[config.mk]
export PLATFORM = sky130hd
export DESIGN_NAME = sound_activated_recording_gate_core
export DESIGN_NICKNAME = d
export VERILOG_FILES = /design/src/rtl/sarg_pkg.sv /design/src/rtl/sound_activated_recording_gate_core.sv /design/src/rtl/sarg_gate.sv
export SDC_FILE = /design/constraint.sdc
export NUM_CORES = 2
export LEC_CHECK = 0
export BUFFER_PORTS_ARGS = -buffer_cell sky130_fd_sc_hd__buf_2
export CAP_MARGIN = 20
export CORE_MARGIN = 1.5
export CORE_UTILIZATION = 45
export CTS_CLUSTER_SIZE = 8
export DETAILED_ROUTE_END_ITERATION = 7
export PLACE_DENSITY = 0.74
export SLEW_MARGIN = 20
export SYNTH_ARGS = -nofsm -noshare
export SYNTH_HDL_FRONTEND = slang
export SYNTH_SLANG_ARGS = --single-unit
[constraint.sdc]
create_clock -name clk -period 7.75 [get_ports clk]
set_clock_uncertainty 0.15 [all_clocks]
set_input_delay 1.55 -clock clk [delete_from_list [all_inputs] [get_ports clk]]
set_output_delay 1.55 -clock clk [all_outputs]
set_load 0.1 [all_outputs]
[src/rtl/sarg_pkg.sv]
// ----------------------------------------------------------------------------
// sarg_pkg
// Shared types and constants of the sound activated recording gate.
// ----------------------------------------------------------------------------
`default_nettype none

package sarg_pkg;

    localparam int SampleW = 16;
    localparam int SquareW = 31;   // largest square is 2^30
    localparam int EnergyW = 46;
    localparam int TimeW   = 32;
    localparam int CountW  = 16;
    localparam int OpW     = 3;
    localparam int RegIdxW = 2;

    localparam logic [CountW-1:0] BlockLenReset = 16'd1600;

    typedef enum logic [OpW-1:0] {
        OP_SAMPLE = 3'd0,
        OP_START  = 3'd1,
        OP_STOP   = 3'd2,
        OP_PAUSE  = 3'd3,
        OP_RESUME = 3'd4
    } op_t;

    typedef enum logic [RegIdxW-1:0] {
        REG_BLOCK_LEN       = 2'd0,
        REG_ENERGY_THRESH   = 2'd1,
        REG_SILENCE_TIMEOUT = 2'd2,
        REG_MIN_DURATION    = 2'd3
    } reg_idx_t;

    typedef struct packed {
        logic [CountW-1:0]  block_len;
        logic [EnergyW-1:0] energy_threshold;
        logic [TimeW-1:0]   silence_timeout;
        logic [TimeW-1:0]   min_duration;
    } cfg_t;

    typedef struct packed {
        logic [TimeW-1:0] duration;
        logic             active;
        logic             chunk_ready;
        logic             stopped;
        logic             started;
        logic             loud;
        logic             block_done;
    } result_t;

endpackage

`default_nettype wire

[src/rtl/sound_activated_recording_gate_core.sv]
// ----------------------------------------------------------------------------
// sound_activated_recording_gate_core
// Energy voice activity detector with hangover, stream in, stream out.
// ----------------------------------------------------------------------------
// Accepts one beat per clock cycle and returns exactly one result beat for
// each input beat, in order. The input register holds the op code and the
// registered square of the sample, the result register holds the outcome of
// the single state update of the block accumulator and recording state; a
// new beat can enter every cycle as long as the result side keeps taking
// beats. Registers sit on the APB port at byte addresses 0, 8, 16 and 24
// (block_len, energy_threshold, silence_timeout, min_duration); write them
// only while no beat is in flight.
// ----------------------------------------------------------------------------
`default_nettype none

module sound_activated_recording_gate_core
    import sarg_pkg::*;
(
    input  logic        clk,
    input  logic        rst_n,

    // Input stream
    input  logic        s_tvalid,
    output logic        s_tready,
    input  logic [15:0] s_tdata,   // [15:0] sample (signed)
    input  logic [2:0]  s_tuser,   // [2:0] op

    // Result stream
    output logic        m_tvalid,
    input  logic        m_tready,
    output logic [39:0] m_tdata,   // [0] block_done, [1] loud, [2] started,
                                   // [3] stopped, [4] chunk_ready, [5] active,
                                   // [37:6] duration, [39:38] zero

    // Configuration
    input  logic        psel,
    input  logic        penable,
    input  logic        pwrite,
    input  logic [4:0]  paddr,
    input  logic [63:0] pwdata,
    output logic [63:0] prdata,
    output logic        pready
);

    // ------------------------------------------------------------------
    // Configuration registers
    // ------------------------------------------------------------------
    cfg_t     cfg_reg;
    reg_idx_t reg_idx;
    logic     cfg_wr;

    assign pready  = 1'b1;
    assign reg_idx = reg_idx_t'(paddr[4:3]);
    assign cfg_wr  = psel && penable && pwrite && pready;

    always_ff @(posedge clk or negedge rst_n)
    begin
        if (!rst_n)
        begin
            cfg_reg.block_len        <= BlockLenReset;
            cfg_reg.energy_threshold <= '0;
            cfg_reg.silence_timeout  <= '0;
            cfg_reg.min_duration     <= '0;
        end
        else if (cfg_wr)
        begin
            case (reg_idx)
                REG_BLOCK_LEN:       cfg_reg.block_len        <= pwdata[CountW-1:0];
                REG_ENERGY_THRESH:   cfg_reg.energy_threshold <= pwdata[EnergyW-1:0];
                REG_SILENCE_TIMEOUT: cfg_reg.silence_timeout  <= pwdata[TimeW-1:0];
                REG_MIN_DURATION:    cfg_reg.min_duration     <= pwdata[TimeW-1:0];
                default:
                begin
                end
            endcase
        end
    end

    // Read back the addressed register, zero-extended.
    always_comb
    begin
        case (reg_idx)
            REG_BLOCK_LEN:       prdata = 64'(cfg_reg.block_len);
            REG_ENERGY_THRESH:   prdata = 64'(cfg_reg.energy_threshold);
            REG_SILENCE_TIMEOUT: prdata = 64'(cfg_reg.silence_timeout);
            REG_MIN_DURATION:    prdata = 64'(cfg_reg.min_duration);
            default:             prdata = '0;
        endcase
    end

    // ------------------------------------------------------------------
    // Input register: hold op and the squared sample
    // ------------------------------------------------------------------
    logic                  in_valid_reg;
    op_t                   in_op_reg;
    logic [SquareW-1:0]    in_sq_reg;
    logic signed [SampleW-1:0] sample_s;
    logic signed [31:0]    product;
    logic                  in_beat;
    logic                  advance;

    assign sample_s = $signed(s_tdata);
    assign product  = sample_s * sample_s;

    // Advance the held beat whenever the result register is empty or drains.
    assign advance  = in_valid_reg && (!m_tvalid || m_tready);
    assign s_tready = !in_valid_reg || advance;
    assign in_beat  = s_tvalid && s_tready;

    always_ff @(posedge clk or negedge rst_n)
    begin
        if (!rst_n)
        begin
            in_valid_reg <= 1'b0;
        end
        else if (in_beat)
        begin
            in_valid_reg <= 1'b1;
        end
        else if (advance)
        begin
            in_valid_reg <= 1'b0;
        end
    end

    // Payload needs no reset; capture only on an accepted beat.
    always_ff @(posedge clk)
    begin
        if (in_beat)
        begin
            in_op_reg <= op_t'(s_tuser);
            in_sq_reg <= product[SquareW-1:0];
        end
    end

    // ------------------------------------------------------------------
    // Detector state update
    // ------------------------------------------------------------------
    result_t result;

    sarg_gate u_gate (
        .clk    (clk),
        .rst_n  (rst_n),
        .step   (advance),
        .op     (in_op_reg),
        .square (in_sq_reg),
        .cfg    (cfg_reg),
        .result (result)
    );

    // ------------------------------------------------------------------
    // Result register
    // ------------------------------------------------------------------
    logic    out_valid_reg;
    result_t out_res_reg;

    always_ff @(posedge clk or negedge rst_n)
    begin
        if (!rst_n)
        begin
            out_valid_reg <= 1'b0;
        end
        else if (advance)
        begin
            out_valid_reg <= 1'b1;
        end
        else if (m_tready)
        begin
            out_valid_reg <= 1'b0;
        end
    end

    always_ff @(posedge clk)
    begin
        if (advance)
        begin
            out_res_reg <= result;
        end
    end

    assign m_tvalid = out_valid_reg;
    assign m_tdata  = {2'b00, out_res_reg};

    // ------------------------------------------------------------------
    // Assertions
    // ------------------------------------------------------------------
    // Block flags only appear on a completed block.
    assert property (@(posedge clk) disable iff (!rst_n)
        m_tvalid && (out_res_reg.loud || out_res_reg.chunk_ready
                     || out_res_reg.started)
        |-> out_res_reg.block_done)
        else $error("block flag without a completed block");

    // A stopped recording is never reported active.
    assert property (@(posedge clk) disable iff (!rst_n)
        m_tvalid && out_res_reg.stopped |-> !out_res_reg.active)
        else $error("stopped beat reports active recording");

    // A beat that advances always lands in the result register.
    assert property (@(posedge clk) disable iff (!rst_n)
        advance |=> out_valid_reg)
        else $error("advanced beat lost before the result register");

    // Start and stop never share one block.
    assert property (@(posedge clk) disable iff (!rst_n)
        m_tvalid |-> !(out_res_reg.started && out_res_reg.stopped))
        else $error("start and stop on the same block");

endmodule

`default_nettype wire

[src/rtl/sarg_gate.sv]
// ----------------------------------------------------------------------------
// sarg_gate
// Detector state: block energy, sample clock, recording control, result.
// ----------------------------------------------------------------------------
`default_nettype none

module sarg_gate
    import sarg_pkg::*;
(
    input  logic               clk,
    input  logic               rst_n,
    input  logic               step,
    input  op_t                op,
    input  logic [SquareW-1:0] square,
    input  cfg_t               cfg,
    output result_t            result
);

    logic [EnergyW-1:0] acc_reg, acc_next;
    logic [CountW-1:0]  cnt_reg, cnt_next;
    logic [TimeW-1:0]   clock_reg, clock_next;
    logic [TimeW-1:0]   last_loud_reg, last_loud_next;
    logic [TimeW-1:0]   start_reg, start_next;
    logic               rec_reg, rec_next;
    logic               paused_reg, paused_next;
    logic               running_reg, running_next;

    logic [EnergyW-1:0] acc_sum;
    logic [CountW:0]    cnt_inc;
    logic [CountW:0]    target;
    logic [TimeW-1:0]   now;
    logic [TimeW-1:0]   quiet_time;
    logic [TimeW-1:0]   rec_len;
    logic               blk_end;
    logic               blk_loud;
    logic               silence_stop;
    result_t            res;

    assign acc_sum    = acc_reg + EnergyW'(square);
    assign cnt_inc    = {1'b0, cnt_reg} + 1'b1;
    assign target     = {(cfg.block_len == '0), cfg.block_len};
    assign now        = clock_reg + 1'b1;
    assign quiet_time = now - last_loud_reg;
    assign rec_len    = now - start_reg;
    assign blk_end    = running_reg && (cnt_inc >= target);
    assign blk_loud   = acc_sum > cfg.energy_threshold;
    // A loud block resets the quiet time to zero, so only a quiet block stops.
    assign silence_stop = rec_reg && !paused_reg && !blk_loud
                          && (cfg.silence_timeout != '0)
                          && (quiet_time > cfg.silence_timeout)
                          && (rec_len >= cfg.min_duration);

    always_comb
    begin
        acc_next       = acc_reg;
        cnt_next       = cnt_reg;
        clock_next     = clock_reg;
        last_loud_next = last_loud_reg;
        start_next     = start_reg;
        rec_next       = rec_reg;
        paused_next    = paused_reg;
        running_next   = running_reg;
        res            = '0;

        case (op)
            OP_SAMPLE:
            begin
                clock_next = now;
                if (running_reg)
                begin
                    if (blk_end)
                    begin
                        res.block_done = 1'b1;
                        acc_next       = '0;
                        cnt_next       = '0;
                        if (blk_loud)
                        begin
                            res.loud       = 1'b1;
                            last_loud_next = now;
                            if (!rec_reg)
                            begin
                                rec_next    = 1'b1;
                                start_next  = now;
                                res.started = 1'b1;
                            end
                        end
                        if ((rec_reg || blk_loud) && !paused_reg)
                        begin
                            res.chunk_ready = 1'b1;
                        end
                        if (silence_stop)
                        begin
                            rec_next    = 1'b0;
                            res.stopped = 1'b1;
                        end
                    end
                    else
                    begin
                        acc_next = acc_sum;
                        cnt_next = cnt_inc[CountW-1:0];
                    end
                end
            end
            OP_START:
            begin
                running_next = 1'b1;
            end
            OP_STOP:
            begin
                running_next = 1'b0;
                rec_next     = 1'b0;
                paused_next  = 1'b0;
                acc_next     = '0;
                cnt_next     = '0;
            end
            OP_PAUSE:
            begin
                paused_next = 1'b1;
            end
            OP_RESUME:
            begin
                paused_next    = 1'b0;
                last_loud_next = clock_reg;
            end
            default:
            begin
            end
        endcase

        res.active = rec_next && !paused_next;
        // On a stop the start time still holds, so this is the final length.
        res.duration = (rec_next || res.stopped) ? (clock_next - start_next) : '0;
    end

    assign result = res;

    always_ff @(posedge clk or negedge rst_n)
    begin
        if (!rst_n)
        begin
            acc_reg       <= '0;
            cnt_reg       <= '0;
            clock_reg     <= '0;
            last_loud_reg <= '0;
            start_reg     <= '0;
            rec_reg       <= 1'b0;
            paused_reg    <= 1'b0;
            running_reg   <= 1'b0;
        end
        else if (step)
        begin
            acc_reg       <= acc_next;
            cnt_reg       <= cnt_next;
            clock_reg     <= clock_next;
            last_loud_reg <= last_loud_next;
            start_reg     <= start_next;
            rec_reg       <= rec_next;
            paused_reg    <= paused_next;
            running_reg   <= running_next;
        end
    end

    // Counter never reaches the block target outside a block end.
    assert property (@(posedge clk) disable iff (!rst_n)
        step && !blk_end && running_reg && op == OP_SAMPLE
        |=> ({1'b0, cnt_reg} < target || $past(cfg.block_len) != cfg.block_len))
        else $error("block counter passed its target");

    // Recording cannot be held while the gate is stopped by an explicit stop.
    assert property (@(posedge clk) disable iff (!rst_n)
        step && op == OP_STOP |=> !rec_reg && !running_reg && acc_reg == '0)
        else $error("stop did not clear recording state");

    // A stop by silence always reports a completed, non-loud block.
    assert property (@(posedge clk) disable iff (!rst_n)
        res.stopped |-> res.block_done && !res.loud && !res.started)
        else $error("silence stop on a loud or unfinished block");

endmodule

`default_nettype wire

==> results.md <==
- Peak VDD IR: 0.494 mV
- Largest net degree at the start of global routing: 162
- Area occupied by multi-input gates: 0.0228 sq mm
- Routed met2 length: 40.5 mm
- Top sig layer: met5
- Hold buffers post-CTS: 0
- Routability cong.: 0.925
- Max_cap viols: 0
- Worst Max-Slew Pin Slew: 987 ps
- Die width: 281 um
- Wire per inst: 17.0 um
- Fmax: 135 MHz
- Total Power: 15.6 mW
- Slew Viols, Final: 0
- Total vias in the final route: 27,100
- Initial core utilization: 0.455
- Worst min path class: reg2reg
- Synth Flop Type: dfrtp_1
- DR pass1 iterations: 6
- EDFF count, synth: 71
- CTS clk-pin slew, worst paths: 50 ps
- Yosys cell types: 90
- Register area: 0.00937 sq mm
- CP max stage cell: fa_1
- Total global routing overflow: 0
- Met1 WL: 36.4 mm
- Die footprint: 0.0788 sq mm
- Final worst slack: 322 ps
- Core Area: 0.0762 sq mm
- Pre-CTS WS: -200 ps
- Seq/Total Area, Yosys: 0.270
- Relative slew slack: 0.336
- Final WL: 85.5 mm
- Tcrit/Tclk final: 0.958
- Critical Path Most Common Cell: buf_4
- CTS Buffer Depth: 3
- Gate Count Post-Synth: 3,782
- Iter 0 DRT Violations: 1,848
- Area grow syn2layout: 11.1%
- Yosys warns: 0
- GRT Total Usage: 0.218
- Hold Fails Final Rpt: 0
- Crit-path max cell delay: 400 ps
- Status: finished, final reports clean
- Vias per cell: 5.39
- Post-Syn Area: 0.0347 sq mm
- Pwr dens: 405 mW/mm^2
- Final setup violation count: 0
- DP HPWL: 67.9 mm
- Clk Latency, worst-skew pair: 610 ps
- Yosys reg bits: 360
- I/O pins: 202
- CP required: 7920 ps
- Die Height: 281 um
- Post-Syn Area per Cell: 9.18 sq um
- Clock root cell: clkbuf_16
- Placed insts: 4,922
- Tmin final: 7430 ps
- Routed Antenna Nets: 0
- Crit path max fanout: 12
- Vias in the first global route: 26,700
- I/O Buffers: 159
- CP Launch Type: register
- First-pass GRT wire length: 138 mm
- Final std cells w/o fill: 5,019
- Met3 WL post-DR: 5.06 mm
- Fraction of final layout cells sized beyond drive strength 1: 0.113
- Arrival @ worst endpoint: 7600 ps
- CTS H-tree lvls: 2
- Fillers: 6,891
- TritonCTS clock tree: done
- Max reg flops: 126
- Core Rows: 101
- Pleak: 19.6 nW
- Clock sinks: 360
- Antenna violations before repair: 16
- Async SR Flop Fraction: 0.803
- Residual DRC count: 0
- WS Path Type: reg2reg
- TritonCTS buffer count: 51
- Layout net count: 4,620
- Worst setup EP type: register
## routing by layer
layer	global-route usage	vias up
met3	0.0308	176
met1	0.281	13100
met4	0.0906	10
li1	-	13100
met2	0.365	751
met5	0	-
## cell usage after synthesis (9+ instances only)
master      n  share of area
a211oi_1   18         0.0039
a21o_1    101          0.022
a21oi_1   169          0.024
a221oi_1   12         0.0030
a22o_1     57          0.014
a31oi_1    28         0.0050
and2_1     74          0.013
and3_1     36         0.0065
and4_1      9         0.0023
buf_2      26         0.0037
buf_4      30         0.0065
clkbuf_1   97          0.010
dfrtp_1   286           0.21
edfxtp_1   71          0.061
fa_1      236           0.14
ha_1      336           0.12
inv_1     518          0.056
mux2_2     38          0.012
mux2i_1    62          0.018
mux4_2     16          0.010
nand2_1   334          0.036
nand2b_1   36         0.0065
nand3_1    53         0.0076
nand4_1    45         0.0081
nor2_1    249          0.027
nor2b_1    29         0.0052
nor3_1     42         0.0061
nor4_1     16         0.0029
o211ai_1   12         0.0026
o21a_1     32         0.0069
o21ai_0   219          0.032
o21ai_1    11         0.0016
o21bai_1   23         0.0050
o31ai_1     9         0.0019
or2_2      13         0.0023
or3_1      17         0.0031
xnor2_1   175          0.044
xor2_1    111          0.028
## cell usage in the layout, fill, tap and decap left out, types with 71 or more instances in the layout
master    Yosys  layout
edfxtp_1     71      71
xor2_1      111     111
nor2_1      249     248
o21ai_0     219     214
buf_2        26     158
and2_1       74      73
ha_1        336     334
fa_1        236     236
a21o_1      101     101
dfrtp_1     286     286
inv_1       518     517
buf_4        30     104
a21oi_1     169     166
nand2_1     334     334
xnor2_1     175     175
## cell type report
cell class,instances,area share
multi-input combinational,2756,0.592
sequential,360,0.243
inverter,519,0.0505
timing repair buffer,265,0.0424
clock buffer,76,0.0361
tap,1030,0.0334
clock inverter,4,0.00221
antenna,9,0.000584
## worst max-delay path: cells and delay by family, from the launching register on
kind | cells | cell delay, ps
buf+inv | 5 | 730
xor+xnor | 2 | 300
simple gates | 7 | 760
fa+ha+maj | 4 | 1200
flops | 1 | 370
compound gates | 18 | 3600
## timing repair
item / 4_1_cts / 5_1_grt
pin swaps: 3 / 14
buffers inserted: 3 / 3
endpoints found under the setup margin: 11 / 16
cloned: 0 / 0
gates resized for setup: 3 / 25
## cell families after synthesis
kind of cell / after synthesis / share of synthesized area
adders and majority gates: 572 / 0.257
AOI/OAI and AO/OA: 771 / 0.143
muxes: 116 / 0.0406
xor gates and xnor gates: 287 / 0.0726
buffers and inverters: 685 / 0.0790
DFF: 360 / 0.270
other: 2 / 0.000216
and+or+nand+nor: 989 / 0.137
## worst paths after layout
| path | startpoint | to | slack [ps] | cells past startpoint |
|---|---|---|---|---|
| setup / recovery | in_sq_reg[7] | m_tdata[30] | 320 | 36 |
| hold / removal | in_valid_reg | m_tvalid | 330 | 1 |
| setup reg to reg | in_sq_reg[7] | m_tdata[30] | 320 | 36 |
| hold reg to reg | in_valid_reg | m_tvalid | 330 | 1 |
| max in group asynchronous | rst_n | u_gate.acc_reg[41] | 5390 | 2 |
| min in group asynchronous | rst_n | u_gate.clock_reg[1] | 740 | 1 |
## report_power, final
group	internal (mW)	total [mW]	leakage, nW	switching (mW)
Clock	1.26	2.11	0.708	0.850
Combinational	4.70	10.6	14.7	5.89
Sequential	2.67	2.92	4.28	0.249
Total	8.64	15.6	19.6	6.99
## per-stage QoR
step	hold slack [ps]	utilization	TNS (ps)	cell area (sq um)
final	330	0.506	0	38600
after floorplan	304	-	0	34800
after global routing	373	0.506	-233	38600
after detailed placement	333	0.484	-849	36900
after CTS	328	0.504	0	38400
after global placement	316	0.484	-397	36900
Power figures use the tool's default switching activity.
